<file path="config.mk">
export PLATFORM = sky130hd
export DESIGN_NAME = vsh_ram
export DESIGN_NICKNAME = d
export VERILOG_FILES = /design/src/assert_macros.svh /design/src/vsh_ram.sv
export SDC_FILE = /design/constraint.sdc
export NUM_CORES = 1
export LEC_CHECK = 0
export BUFFER_PORTS_ARGS = -buffer_cell sky130_fd_sc_hd__buf_2
export CORE_MARGIN = 2
export CORE_UTILIZATION = 65
export DETAILED_ROUTE_END_ITERATION = 8
export PLACE_DENSITY = 0.84
export SYNTH_ARGS = -nofsm -noshare
export SYNTH_HDL_FRONTEND = slang
export SYNTH_SLANG_ARGS = --single-unit
</file>
<file path="constraint.sdc">
create_clock -name clock -period 3.3 [get_ports clock]
set_clock_uncertainty 0.2 [all_clocks]
set_input_delay 0.165 -clock clock [delete_from_list [all_inputs] [get_ports clock]]
set_output_delay 0.165 -clock clock [all_outputs]
set_load 0.02 [all_outputs]
</file>
<file path="src/assert_macros.svh">
// Assertion macros shared by the RTL.
`ifndef ASSERT_MACROS_SVH
`define ASSERT_MACROS_SVH
// Implication checked every clock, disabled in reset.
`define ASSERT_IMPLIES(label, clk, rst, a, b) \
   label: assert property (@(posedge clk) disable iff (rst) (a) |-> (b)) \
      else $error("assertion failed");
// Next-cycle implication, disabled in reset.
`define ASSERT_NEXT(label, clk, rst, a, b) \
   label: assert property (@(posedge clk) disable iff (rst) (a) |=> (b)) \
      else $error("assertion failed");
`endif

</file>
<file path="src/vsh_ram.sv">
// Generic single-port-write, one-read synchronous RAM with registered read data.
`default_nettype none
module vsh_ram #(
   parameter int WIDTH = 8,
   parameter int DEPTH = 16
) (
   input  wire logic                     clock,
   input  wire logic                     wr_en,
   input  wire logic [$clog2(DEPTH)-1:0] wr_addr,
   input  wire logic [WIDTH-1:0]         wr_data,
   input  wire logic [$clog2(DEPTH)-1:0] rd_addr,
   output logic      [WIDTH-1:0]         rd_data
);
   logic [WIDTH-1:0] mem [DEPTH];
   always_ff @(posedge clock) begin
      if (wr_en) begin
         mem[wr_addr] <= wr_data;
      end
      rd_data <= mem[rd_addr];
   end
endmodule
`default_nettype wire

</file>
==> out/metrics.yaml <==
status: "complete, no violations"
track_usage: 0.2566
synth.net_count: 247
async_flop_share: 0
cts-buffers-inserted: 17
clk_pin_slew_ps: 60
clockPowerShare: 0.489
switchingPower_mw: 0.7892
syn-cell-area_mm2: 0.005147
yosysWarnings: 0
stdcell_count: 392
port_buffers: 25
ant_nets: 0
synth_largest_area_cell: "edfxtp_1"
dp.cells: 352
tightestPinTransition_ps: 1009
synth_most_common_cell: "edfxtp_1"
syn_inst: 229
cts_tree: "done"
synth-edff-count: 128
combPwrFrac: 0.045
vdd_ir_drop_max_mv: 0.4957
vias: 2514
drt-vias-per-instance: 6.413
cap_viol_max_count: 0
die_h_um: 92.99
sw_frac_of_total: 0.1889
ys_top_cells_by_count: "edfxtp_1, mux4_2, a22oi_1, mux4_1, nor2_1"
htree_levels: 4
hold_class: "input pin to flop"
fp-row-count: 32
fin_tns_setup_ps: 0
first_iter_violations: 243
gp_congestion: 0.7425
design_power_total_mw: 4.179
cts_root_buf: "clkbuf_8"
ys_seq_area_frac: 0.7778
grt_pass1_vias: 2550
synthFlopType: "edfxtp_1"
rsz0062_at_grt: "no"
grt_max_degree: 33
post_cts_buffers: 0
clock_path_buffers: 2
critPathCaptureType: "flop"
dp_hpwl_um: 5668
path_max_fanout: 1
num-nets-final: 295
chipWidth_um: 92.99
ios: 26
finalSetupViolCount: 0
core_mm2: 0.007687
cts_resized: 0
drive_gt1_frac: 0.2724
ys_ff_latch: 136
grt_pass1_wl_um: 14970
start_util: 0.6696
gr-total-overflow: 0
arrival_ps: 1840
relSlewSlack: 0.3248
slew_violations: 0
clock.fmax_mhz: 608.8
synth_top_area_frac: 0.7467
p_int_mw: 3.390
die-area_mm2: 0.008647
critPathKind: "flop to flop"
grt_antenna_before_repair: 0
dr.pass1.iters: 5
p_seq_frac: 0.465
hold_buffers: 8
drc: 0
avgSynthCellArea_um2: 22.48
crit_required_ps: 3490
p_per_area_mw_per_mm2: 686.3
period_share: 0.4977
synth_cell_types: 19
hold_viol: 0
startpoint_type: "flop"
wire_per_inst_um: 25.11
insertion_delay_ps: 510
syn2layout_area_growth_pct: 18.30
wl_um: 9843
fin_crit_ps: 1643
power.leakage_nw: 2.076
synth_area_leaders: "edfxtp_1, mux4_2, mux4_1, dfxtp_1, a22oi_1"
cts.sinks: 136
insertedDiodeCount: 0
[cells in the final DEF, fill, tap and decap left out]
master,instances
edfxtp_1,128
buf_2,25
mux4_2,18
a22oi_1,16
clkbuf_16,16
mux4_1,14
nor2_1,13
nand2_1,9
dlygate4sd3_1,8
dfxtp_1,8
bufinv_16,6
buf_4,6
nor3_1,4
clkinv_4,4
clkbuf_1,3
nand3b_1,2
nand2b_1,2
clkinv_2,2
nor2b_1,1
and2_1,1
and2b_1,1
nand3_1,1
or3b_2,1
clkbuf_8,1
[power groups by stage]
stage | sequential [mW] | clock [mW] | combinational [mW]
floorplan | 1.99 | 0 | 0.0980
detailed placement | 1.98 | 0 | 0.180
global placement | 1.98 | 0 | 0.174
global route | 1.95 | 2.13 | 0.205
finish | 1.94 | 2.05 | 0.190
CTS | 1.94 | 2.06 | 0.191
[worst paths after layout]
check	start	end	slack [ps]	cells after the start
setup / recovery	mem[1][5]	rd_data[5]	1660	3
hold / removal	wr_addr[0]	mem[4][4]	20	3
setup reg to reg	mem[1][5]	rd_data[5]	1660	3
hold reg to reg	mem[14][0]	rd_data[0]	470	3
[critical path: stages (launching register included)]
cell and delay [ps]:
edfxtp_1 400, mux4_1 540, a22oi_1 280, nand2_1 100
[registers in the layout, indices dropped and copies added, names as in the netlist]
register,count
mem,128
rd_data,8
[kinds of logic after synthesis]
group / share of synthesized area
buffers and inverters: 0.01677
flip-flops: 0.7778
multiplexers: 0.1502
AO/OA/AOI/OAI: 0.02334
AND/OR/NAND/NOR: 0.03184
[stage by stage]
stage | worst slack (ps) | area [um2] | util | hold slack, ps
finish | 1657 | 6090 | 0.7922 | 16.07
global route | 1624 | 6090 | 0.7922 | 8.294
CTS | 1672 | 6090 | 0.7922 | 2.454
detailed placement | 1166 | 5359 | 0.6971 | 351.2
global placement | 1243 | 5359 | 0.6971 | 347.5
floorplan | 1442 | 5147 | - | 63.87
[cell type report]
type	instances	area, um2
flip-flops and latches	136	4004
clock inverters	12	225.2
fillers	386	1598
clock buffers	20	425.4
repair buffers	39	250.2
well taps	102	127.6
multi-input cells	83	1057
[routing by layer]
metal	wire (um)	vias up	GRT usage	share of wire
met2	4868	158	0.3871	0.49
li1	-	1068	-	-
met1	3895	1259	0.3610	0.40
met3	862	29	0.07091	0.088
met5	0	-	0	0
met4	216	0	0.1140	0.022
Power figures use the tool's default switching activity.
